===== src/rtl/sha1_pkg.sv =====
package sha1_pkg;

    localparam int unsigned WordW    = 32;
    localparam int unsigned BlkWords = 16;
    localparam int unsigned Rounds   = 80;

    localparam logic [WordW-1:0] Init0 = 32'h67452301;
    localparam logic [WordW-1:0] Init1 = 32'hEFCDAB89;
    localparam logic [WordW-1:0] Init2 = 32'h98BADCFE;
    localparam logic [WordW-1:0] Init3 = 32'h10325476;
    localparam logic [WordW-1:0] Init4 = 32'hC3D2E1F0;

    localparam logic [7:0] PadByte = 8'h80;

    // Control from the sequencer to the message schedule
    typedef struct packed {
        logic       byte_we;   // write one byte lane
        logic [5:0] byte_pos;  // byte position inside the block
        logic [7:0] byte_val;
        logic       pad_clr;   // clear words past the padding byte
        logic       low_clr;   // clear words 0..13
        logic       len_we;    // write bit length into words 14 and 15
        logic       shift;     // advance the schedule by one round
        logic       expand;    // round 16 or later: compute new word
    } t_sched_ctl;

    function automatic logic [WordW-1:0] round_k(input logic [1:0] phase);
        logic [WordW-1:0] k;
        case (phase)
            2'd0:    k = 32'h5A827999;
            2'd1:    k = 32'h6ED9EBA1;
            2'd2:    k = 32'h8F1BBCDC;
            default: k = 32'hCA62C1D6;
        endcase
        return k;
    endfunction

    function automatic logic [WordW-1:0] init_word(input logic [2:0] idx);
        logic [WordW-1:0] v;
        case (idx)
            3'd0:    v = Init0;
            3'd1:    v = Init1;
            3'd2:    v = Init2;
            3'd3:    v = Init3;
            default: v = Init4;
        endcase
        return v;
    endfunction

endpackage


===== src/rtl/sha1_sched.sv =====
module sha1_sched (
    input  logic                i_clk,
    input  sha1_pkg::t_sched_ctl i_ctl,
    input  logic [63:0]         i_len,
    output logic [31:0]         o_wt
);
    import sha1_pkg::*;

    logic [WordW-1:0] r_w [BlkWords];
    logic [WordW-1:0] n_w [BlkWords];
    logic [WordW-1:0] wt;
    logic [WordW-1:0] mix;
    logic [3:0]       wr_idx;
    logic [1:0]       lane;

    assign wr_idx = i_ctl.byte_pos[5:2];
    assign lane   = i_ctl.byte_pos[1:0];

    // Slot 0 holds W[t-16], slot 2 W[t-14], slot 8 W[t-8], slot 13 W[t-3]
    assign mix  = r_w[13] ^ r_w[8] ^ r_w[2] ^ r_w[0];
    assign wt   = i_ctl.expand ? {mix[WordW-2:0], mix[WordW-1]} : r_w[0];
    assign o_wt = wt;

    always_comb begin
        for (int i = 0; i < BlkWords; i++) begin
            if (i_ctl.shift) begin
                n_w[i] = (i == BlkWords - 1) ? wt : r_w[(i + 1) % BlkWords];
            end else begin
                n_w[i] = r_w[i];
                if (i_ctl.low_clr && i < BlkWords - 2) begin
                    n_w[i] = '0;
                end
                if (i_ctl.pad_clr && 4'(i) > wr_idx) begin
                    n_w[i] = '0;
                end
                if (i_ctl.byte_we && 4'(i) == wr_idx) begin
                    // first byte of a word overwrites the whole word
                    if (lane == 2'd0) begin
                        n_w[i] = {i_ctl.byte_val, 24'd0};
                    end else begin
                        n_w[i][{~lane, 3'b000} +: 8] = i_ctl.byte_val;
                    end
                end
                if (i_ctl.len_we && i == BlkWords - 2) begin
                    n_w[i] = i_len[63:32];
                end
                if (i_ctl.len_we && i == BlkWords - 1) begin
                    n_w[i] = i_len[31:0];
                end
            end
        end
    end

    always_ff @(posedge i_clk) begin
        for (int i = 0; i < BlkWords; i++) begin
            r_w[i] <= n_w[i];
        end
    end

endmodule


===== src/rtl/sha1_hash_engine.sv =====
// SHA-1 engine fed one message byte per beat. A beat with tuser high carries a byte;
// tlast closes the message and may come on a bare beat so empty messages hash too.
// A plain byte leaves the input ready. The byte that completes a 64-byte block drops
// the input while the block is compressed: one round per cycle through a single
// shared round unit for 80 rounds, then an add into the chaining value. The closing
// beat passes through the pad and length steps, one more block when more than 55
// bytes are pending, the final block, and then five digest beats, most significant
// word first, with the word position on tuser and tlast on the fifth. The engine
// then returns to the initial chaining value and zero length for the next message.
module sha1_hash_engine (
    input  logic        i_clk,
    input  logic        i_rst_n,
    input  logic        i_s_tvalid,
    output logic        o_s_tready,
    input  logic [7:0]  i_s_tdata,   // [7:0] msg_byte
    input  logic        i_s_tuser,   // [0] has_byte
    input  logic        i_s_tlast,   // end_of_message
    output logic        o_m_tvalid,
    input  logic        i_m_tready,
    output logic [31:0] o_m_tdata,   // [31:0] digest_word
    output logic [2:0]  o_m_tuser,   // [2:0] word_index
    output logic        o_m_tlast    // last_word
);
    import sha1_pkg::*;

    typedef enum logic [5:0] {
        S_IDLE  = 6'b000001,
        S_ROUND = 6'b000010,
        S_ADD   = 6'b000100,
        S_PAD   = 6'b001000,
        S_LEN   = 6'b010000,
        S_OUT   = 6'b100000
    } t_state;

    t_state           r_state, n_state;
    t_state           r_after, n_after;
    logic [6:0]       r_rnd, n_rnd;
    logic [2:0]       r_oidx, n_oidx;
    logic             r_extra, n_extra;
    logic [63:0]      r_cnt, n_cnt;
    logic [WordW-1:0] r_chain [5];
    logic [WordW-1:0] n_chain [5];
    logic [WordW-1:0] r_v [5];
    logic [WordW-1:0] n_v [5];

    t_sched_ctl       ctl;
    logic [WordW-1:0] wt;
    logic [WordW-1:0] f;
    logic [1:0]       phase;
    logic [WordW-1:0] tmp;
    logic             s_acc;
    logic             m_acc;
    logic             start;

    sha1_sched u_sched (
        .i_clk (i_clk),
        .i_ctl (ctl),
        .i_len ({r_cnt[60:0], 3'b000}),
        .o_wt  (wt)
    );

    assign o_s_tready = (r_state == S_IDLE);
    assign o_m_tvalid = (r_state == S_OUT);
    assign o_m_tdata  = r_chain[r_oidx];
    assign o_m_tuser  = r_oidx;
    assign o_m_tlast  = (r_oidx == 3'd4);
    assign s_acc      = i_s_tvalid && o_s_tready;
    assign m_acc      = o_m_tvalid && i_m_tready;

    // Shared round unit
    always_comb begin
        if (r_rnd < 7'd20) begin
            phase = 2'd0;
        end else if (r_rnd < 7'd40) begin
            phase = 2'd1;
        end else if (r_rnd < 7'd60) begin
            phase = 2'd2;
        end else begin
            phase = 2'd3;
        end
        case (phase)
            2'd0:    f = (r_v[1] & r_v[2]) | (~r_v[1] & r_v[3]);
            2'd2:    f = (r_v[1] & r_v[2]) | (r_v[1] & r_v[3]) | (r_v[2] & r_v[3]);
            default: f = r_v[1] ^ r_v[2] ^ r_v[3];
        endcase
        tmp = {r_v[0][26:0], r_v[0][31:27]} + f + r_v[4] + wt + round_k(phase);
    end

    always_comb begin
        n_state = r_state;
        n_after = r_after;
        n_rnd   = r_rnd;
        n_oidx  = r_oidx;
        n_extra = r_extra;
        n_cnt   = r_cnt;
        start   = 1'b0;
        for (int i = 0; i < 5; i++) begin
            n_chain[i] = r_chain[i];
            n_v[i]     = r_v[i];
        end
        ctl          = '0;
        ctl.byte_pos = r_cnt[5:0];
        ctl.byte_val = i_s_tdata;
        ctl.expand   = (r_rnd >= 7'd16);

        case (r_state)
            S_IDLE: begin
                if (s_acc) begin
                    if (i_s_tuser) begin
                        ctl.byte_we = 1'b1;
                        n_cnt       = r_cnt + 64'd1;
                    end
                    if (i_s_tuser && r_cnt[5:0] == 6'd63) begin
                        start   = 1'b1;
                        n_after = i_s_tlast ? S_PAD : S_IDLE;
                    end else if (i_s_tlast) begin
                        n_state = S_PAD;
                    end
                end
            end
            S_PAD: begin
                ctl.byte_we  = 1'b1;
                ctl.byte_val = PadByte;
                ctl.pad_clr  = 1'b1;
                if (r_cnt[5:0] > 6'd55) begin
                    start   = 1'b1;
                    n_after = S_LEN;
                    n_extra = 1'b1;
                end else begin
                    n_state = S_LEN;
                    n_extra = 1'b0;
                end
            end
            S_LEN: begin
                ctl.len_we  = 1'b1;
                ctl.low_clr = r_extra;
                start       = 1'b1;
                n_after     = S_OUT;
            end
            S_ROUND: begin
                ctl.shift = 1'b1;
                n_v[4]    = r_v[3];
                n_v[3]    = r_v[2];
                n_v[2]    = {r_v[1][1:0], r_v[1][31:2]};
                n_v[1]    = r_v[0];
                n_v[0]    = tmp;
                n_rnd     = r_rnd + 7'd1;
                if (r_rnd == 7'(Rounds - 1)) begin
                    n_state = S_ADD;
                end
            end
            S_ADD: begin
                for (int i = 0; i < 5; i++) begin
                    n_chain[i] = r_chain[i] + r_v[i];
                end
                n_state = r_after;
                n_oidx  = 3'd0;
            end
            S_OUT: begin
                if (m_acc) begin
                    n_oidx = r_oidx + 3'd1;
                    if (r_oidx == 3'd4) begin
                        // rewind for the next message
                        for (int i = 0; i < 5; i++) begin
                            n_chain[i] = init_word(3'(i));
                        end
                        n_cnt   = '0;
                        n_state = S_IDLE;
                    end
                end
            end
            default: n_state = S_IDLE;
        endcase

        if (start) begin
            n_state = S_ROUND;
            n_rnd   = '0;
            for (int i = 0; i < 5; i++) begin
                n_v[i] = r_chain[i];
            end
        end
    end

    always_ff @(posedge i_clk) begin
        if (!i_rst_n) begin
            r_state <= S_IDLE;
            r_after <= S_IDLE;
            r_rnd   <= '0;
            r_oidx  <= '0;
            r_extra <= 1'b0;
            r_cnt   <= '0;
            for (int i = 0; i < 5; i++) begin
                r_chain[i] <= init_word(3'(i));
            end
        end else begin
            r_state <= n_state;
            r_after <= n_after;
            r_rnd   <= n_rnd;
            r_oidx  <= n_oidx;
            r_extra <= n_extra;
            r_cnt   <= n_cnt;
            for (int i = 0; i < 5; i++) begin
                r_chain[i] <= n_chain[i];
            end
        end
    end

    always_ff @(posedge i_clk) begin
        for (int i = 0; i < 5; i++) begin
            r_v[i] <= n_v[i];
        end
    end

`ifndef ASSERT_OFF
    a_no_overlap: assert property (@(posedge i_clk) disable iff (!i_rst_n)
        !(o_s_tready && o_m_tvalid))
        else $error("input ready while digest beats pending");

    a_round_range: assert property (@(posedge i_clk) disable iff (!i_rst_n)
        (r_state == S_ROUND) |-> (r_rnd < 7'(Rounds)))
        else $error("round counter past last round");

    a_round_done: assert property (@(posedge i_clk) disable iff (!i_rst_n)
        (r_state == S_ROUND && r_rnd == 7'(Rounds - 1)) |=> (r_state == S_ADD))
        else $error("compression did not end after the last round");

    a_rewind: assert property (@(posedge i_clk) disable iff (!i_rst_n)
        (m_acc && o_m_tlast) |=> (o_s_tready && r_cnt == 64'd0 && r_chain[0] == Init0))
        else $error("engine not rewound after the digest");

    a_out_idx: assert property (@(posedge i_clk) disable iff (!i_rst_n)
        o_m_tvalid |-> (r_oidx < 3'd5))
        else $error("digest word position out of range");
`endif

endmodule


===== config.mk =====
export PLATFORM = sky130hd
export DESIGN_NAME = sha1_hash_engine
export DESIGN_NICKNAME = d
export VERILOG_FILES = /design/src/rtl/sha1_pkg.sv /design/src/rtl/sha1_sched.sv /design/src/rtl/sha1_hash_engine.sv
export SDC_FILE = /design/constraint.sdc
export NUM_CORES = 2
export LEC_CHECK = 0
export BUFFER_PORTS_ARGS = -buffer_cell sky130_fd_sc_hd__buf_4
export CORE_MARGIN = 5
export CORE_UTILIZATION = 35
export CTS_CLUSTER_DIAMETER = 30
export DETAILED_ROUTE_END_ITERATION = 8
export PLACE_DENSITY = 0.55
export SYNTH_ARGS = -nofsm -noshare
export SYNTH_HDL_FRONTEND = slang
export SYNTH_SLANG_ARGS = --single-unit

===== constraint.sdc =====
create_clock -name i_clk -period 6 [get_ports i_clk]
set_input_delay 0 -clock i_clk [delete_from_list [all_inputs] [get_ports i_clk]]
set_output_delay 0 -clock i_clk [all_outputs]
set_load 0.05 [all_outputs]

* Word level (Yosys, flattened, before mapping)
Memory sizes are Yosys's and may differ from the RTL's. A register that Yosys moved wholly into a read port is not among the register bits. Index checks and enable logic that the tools add are counted.
Operators by class: $add $sub $neg 13, bitwise operators 21, $lt $le $gt $ge 21, reductions and logical operators 47, shift-type cells 2, eq/ne operators 44, mux-type cells 168
Operator list (count):
- two-way mux 32 bit | 107
- two-way mux 160 bit | 4
- bitwise mux 32 bit | 16
- one-hot mux 160 bit (2 select lines) | 1
- adder 32 bit | 9
- two-way mux 64 bit | 4
- XOR 32 bit | 5
- bitwise AND 32 bit | 4
- one-hot mux 64 bit (2 select lines) | 1
- bitwise OR 32 bit | 3
- one-hot mux 32 bit (3 select lines) | 1
- adder 64 x 1 -> 64 bit, second input constant | 1
- one-hot mux 32 bit (2 select lines) | 1
- two-way mux 6 bit | 10
- one-hot mux 6 bit (6 select lines) | 1
- logical AND 1 bit | 35
- equality test 4 bit, first input constant | 8
- > comparator 4 bit, first input constant | 8
- NOT 32 bit | 1
- variable shift 8 x 7 -> 32 bit, first input constant | 1
- variable part select 8 x 7 -> 32 bit | 1
- one-hot mux 6 bit (3 select lines) | 1
- equality test 3 x 4 -> 1 bit, first input constant | 4
- > comparator 3 x 4 -> 1 bit, first input constant | 4
- other kinds (45) | 85
Word-level totals: input port bits 14, memories 3, register bits after elaboration 87, output and inout port bits 38, word-level logic and storage cells 326, RAM bits 832
Memories:
- u_sched.r_w | words 16, width 32, rd ports 16, clocked after Yosys merged registers in 0, write ports 16, RTL line sha1_sched.sv:9 | logic [WordW-1:0] r_w [BlkWords];
- r_chain | words 5, width 32, rd ports 6, clocked after Yosys merged registers in 1, write ports 5, RTL line sha1_hash_engine.sv:41 | logic [WordW-1:0] r_chain [5];
- r_v | words 5, width 32, rd ports 5, clocked after Yosys merged registers in 0, write ports 5, RTL line sha1_hash_engine.sv:43 | logic [WordW-1:0] r_v [5];

* Depth between registers and ports, before layout
depth in word-level cells 12, gate-level depth with buffers 27, gate-level depth less buffers 26

* Cells and area by module
Synthesis repeated with hierarchy kept, for this count alone.
Second synthesis, totals: cell total of the unflattened synthesis 6461, area total of the unflattened synthesis 54004.3 um2
Modules (own cells, without submodules):
- sha1_hash_engine | sequential area each 9709.3 um2, cells each 3364, times used 1, area each 29617.2 um2
- sha1_sched | sequential area each 10249.8 um2, cells each 3097, times used 1, area each 24387.1 um2

* Worst setup path after synthesis
OpenSTA, ideal clock, no wires.
path kind reg2reg, start point register r_rnd[5], end point memory r_v[0][31] (data pin), arrival 5.969 ns, required time 5.732 ns, clock period less this slack 6.237 ns, setup time 0.268 ns, cell stages (with the launch flop) 26, path buffers 2, setup slack -0.237 ns, cells stage by stage dfxtp_1 inv_1 maj3_1 a211oi_1 clkbuf_1 clkbuf_1 inv_1 ha_1 fa_1 inv_1 fa_1 inv_1 fa_1 ha_1 inv_1 fa_1 nor2b_1 o31a_1 o22ai_2 o31ai_1 a21oi_1 o211ai_1 o41ai_2 o21ai_0 xnor2_1 o21ai_0
RTL lines:
- start: declaration | RTL line sha1_hash_engine.sv:37 | logic [6:0] r_rnd, n_rnd;
- start signal: assignment | RTL line sha1_hash_engine.sv:198 | r_rnd <= n_rnd;
- end: declaration | RTL line sha1_hash_engine.sv:43

==> run_results.csv <==
group,metric,value,unit
layout,layout-drive-gt1-share,12.56,%
timing,hold_violations,0,
global_routing,groute.usage.overall,22.22,%
pwr,power.share.combinational,21.0,%
critical_path,critPathTopFamily,"adder cells",
pwr,finalPower,28.76,mW
pwr,leakage,27.88,nW
drt,detail-route-antenna-nets,0,
pwr,power.switching_fraction,29.14,%
critical_path,cp_slowest_cell,"fa_1",
clock_network,clk_path_buf_depth,3,
die,die_area,158100,um^2
die,die_y,397.6,um
global_routing,first_global_vias,45690,
critical_path,endpoint_kind,"flop",
yosys,synth_cells,5968,
yosys,post_synth.cell_area_avg,8.812,um^2
yosys,number_of_flops_mapped_to_enable_cells_by_yosys,160,
layout,postLayoutCellArea,64330,um^2
yosys,postSynth.asyncResetShare,0,%
pwr,seq_power_share,31.7,%
drt,post-route-drc-count,0,
pwr,power_switching,8.380,mW
pwr,p_per_area,447.0,nW/um^2
global_routing,maximum_number_of_pins_on_one_net_before_global_route_repair,239,
flow_run,max-cap-violations,0,
pwr,power.clock.fraction,47.3,%
critical_path,crit_top_cell,"fa_1",
critical_path,cp_slowest_stage_delay,0.50,ns
pwr,internal,20.38,mW
drt,detailroute.via_count,46760,
global_routing,grt_first_pass_wirelength,276.3,mm
die,floorplan.initialDensity,35.15,%
global_routing,grt_overflow,0,
timing,slew_violations,0,
yosys,synth-main-ff-cell,"dfxtp_1",
critical_path,arrival,6.37,ns
yosys,ys_seq_elements,917,
critical_path,startpoint_type,"flop",
drt,vias_per_cell,5.684,
timing,period_needed,5.839,ns
timing,finalHoldWorstSlack,0.06858,ns
yosys,synthesis.area,52590,um^2
critical_path,worst-setup-path-type,"flop to flop",
drt,post_drt_wl_per_cell,22.04,um
timing,final.setup.worst_slack,0.1612,ns
drt,detail_route.first_pass.iterations,5,
place,place.gp.congestion,0.8985,
timing,highest_clock_frequency_the_design_can_meet,0.1713,GHz
critical_path,critPathRequiredTime,6.53,ns
clock_network,tritoncts,"built",
hold_path,holdCritPathClass,"primary input to flop",
place,dp.final_hpwl,125.8,mm
timing,fin_worst_skew,0.05068,ns
clock_network,cts_num_sinks,917,
outcome,status,"finished, final reports clean",
global_routing,antenna_found_initial,1,
timing,ratio_of_final_minimum_period_to_clock_period,97.31,%
timing,slew_headroom,5.355,%
critical_path,buf_inv_on_cp,7,
yosys,ys.warnings.count,0,
clock_network,cts_buffer_count,230,
clock_network,worst_setup_hold_path_clk_slew,0.05,ns
layout,synthToLayoutAreaGrowth,22.33,%
layout,design.final.nets,6349,
place,dp_worst_setup_slack,-0.2233,ns
yosys,ys_types,92,
yosys,syn_nets,6311,
timing,setup_tns,0,ns
layout,num_antenna_cells,0,
place,dp.cells,7776,
timing,tightestPinTransition,1.416,ns
critical_path,crit_path_max_fanout,10,
layout,post-route-util,43.00,%
clock_network,insertion_delay,0.85,ns
drt,finalWirelength,181.3,mm
die,boundaryPins,52,
drt,initial_drc_count,3968,
place,io_buffer_count,51,
pwr,vdd.ir_drop.worst,0.0003151,V
layout,instances_no_fill,8226,
die,row_count,142,
yosys,synth-seq-area-share,37.95,%
clock_network,ctsHtreeMaxLevel,4,
die,design.core.area,149600,um^2
clock_network,clock-root-buffer,"clkbuf_16",
place,place_area,55360,um^2
die,die_x,397.6,um
timing,setup-violations-final,0,
-- Yosys cell counts, drive strengths merged, types with 36 or more instances --
| master | count | area share [%] |
|---|---|---|
| nand2 | 1070 | 7.6 |
| dfxtp | 757 | 29 |
| nor2 | 528 | 3.8 |
| a221oi | 475 | 7.9 |
| a21o | 449 | 6.4 |
| clkbuf | 360 | 2.6 |
| a21oi | 294 | 2.8 |
| o21ai | 254 | 2.4 |
| ha | 204 | 4.9 |
| xnor2 | 200 | 3.3 |
| edfxtp | 160 | 9.1 |
| inv | 138 | 0.99 |
| fa | 125 | 4.8 |
| xor2 | 105 | 1.7 |
| a22oi | 64 | 0.91 |
| nand3 | 58 | 0.59 |
| buf | 43 | 0.37 |
| nor3 | 42 | 0.45 |
| o22ai | 42 | 0.51 |
| nand2b | 39 | 0.46 |
| a211oi | 38 | 0.54 |
| mux2i | 36 | 0.69 |
| o21a | 36 | 0.51 |
-- worst register-to-register path: stages, from the launching register on --
cell and delay, ns:
dfxtp_2 0.33, inv_2 0.05, maj3_2 0.34, a211oi_2 0.22, buf_4 0.16, ha_2 0.18, buf_6 0.14, buf_8 0.15
a21oi_1 0.09, a21oi_2 0.17, fa_1 0.45, fa_1 0.49, inv_1 0.05, fa_1 0.50, inv_1 0.05, ha_1 0.33
a21oi_2 0.22, o22ai_2 0.13, nor4_2 0.39, o31ai_2 0.14, nand3_1 0.10, o211ai_1 0.14, o41ai_2 0.35, buf_4 0.17
xor2_1 0.13, o21ai_0 0.08
-- routing by layer --
metal  up-vias  routed length (um)  track usage (%)
li1      21830                   -                -
met1     23230               80580            29.30
met2      1361               85580            36.94
met3       340                9075            3.234
met4         0                6070            8.361
met5         -                   0                0
-- power groups by stage --
| stage | Combinational [mW] | Clock, mW | Sequential [mW] |
|---|---|---|---|
| CTS | 5.93 | 13.7 | 9.12 |
| global route | 6.70 | 14.1 | 9.27 |
| floorplan | 4.58 | 0 | 8.75 |
| finish | 6.03 | 13.6 | 9.13 |
| detailed placement | 5.86 | 0 | 9.22 |
| global placement | 5.73 | 0 | 9.21 |
-- layout by cell type (no fill, tap or decap), types with 20 or more instances in the layout --
cell type and count:
o21ai_0 239, or3_1 25, bufinv_16 42, fa_1 123, a21oi_1 273, clkinv_2 31, a221oi_1 474, a21o_1 449
o22ai_1 40, edfxtp_1 160, nor2_1 509, clkbuf_8 44, o21a_1 36, clkbuf_16 237, clkbuf_1 35, mux2i_1 36
mux4_2 32, mux2_2 32, nand3_1 55, nand2_1 1069, xor2_1 105, and3_1 32, inv_1 135, buf_4 185
xnor2_1 200, nor3_1 35, nand4_1 20, nand2b_1 39, a21oi_2 21, o21bai_1 21, a221o_1 29, ha_1 200
dfxtp_1 751, and2_1 22, a211oi_1 36, a22oi_1 64
-- path summary, 6_finish.rpt --
path,start,endpoint,slack (ns),cells after the start
setup / recovery,r_rnd[5]$_SDFFE_PP0P_,r_v[0][29]$_DFFE_PP_,0.16,25
hold / removal,i_m_tready,flop,0.07,4
setup reg to reg,r_rnd[5]$_SDFFE_PP0P_,r_v[0][29]$_DFFE_PP_,0.16,25
hold reg to reg,u_sched.r_w[1][150]$_DFF_P_,u_sched.r_w[1][118]$_DFF_P_,0.44,1
-- logic make-up (layout without fill, tap and decap cells) --
kind of cell,Yosys count,in the layout,share of synthesized area (%)
multiplexers,100,100,2.741
XOR/XNOR,305,305,5.080
buffers and inverters,541,783,3.923
AND/OR/NAND/NOR,1908,1908,15.19
AO/OA/AOI/OAI,1867,1867,25.48
flip-flops,917,917,37.95
adder cells (fa/ha/maj),330,330,9.631
-- final cells by class --
cell class	count	area (um^2)
Fill cell	14670	85270
Multi-Input combinational cell	4510	30960
Sequential cell	917	19970
Clock buffer	316	6668
Tap cell	2016	2522
Clock inverter	120	1957
Timing Repair Buffer	209	1739
Inverter	138	520.5
-- flip-flops by register name, indices dropped and copies added, names as in the netlist, named ones only --
| register | count |
|---|---|
| o_m_tuser | 3 |
| r_rnd | 7 |
| r_extra | 1 |
| u_sched.r_w | 512 |
| r_chain | 160 |
| r_cnt | 61 |
| r_v | 160 |
| r_state | 6 |
| r_after | 4 |
-- what timing repair did --
action | in CTS | in global routing
endpoints found under the hold margin | 73 | 0
buffers inserted | 1 | 5
pin swaps | 5 | 26
resized for setup | 9 | 56
hold buffers | 8 | 0
endpoints found under the setup margin | 9 | 17
Power figures use the tool's default switching activity.
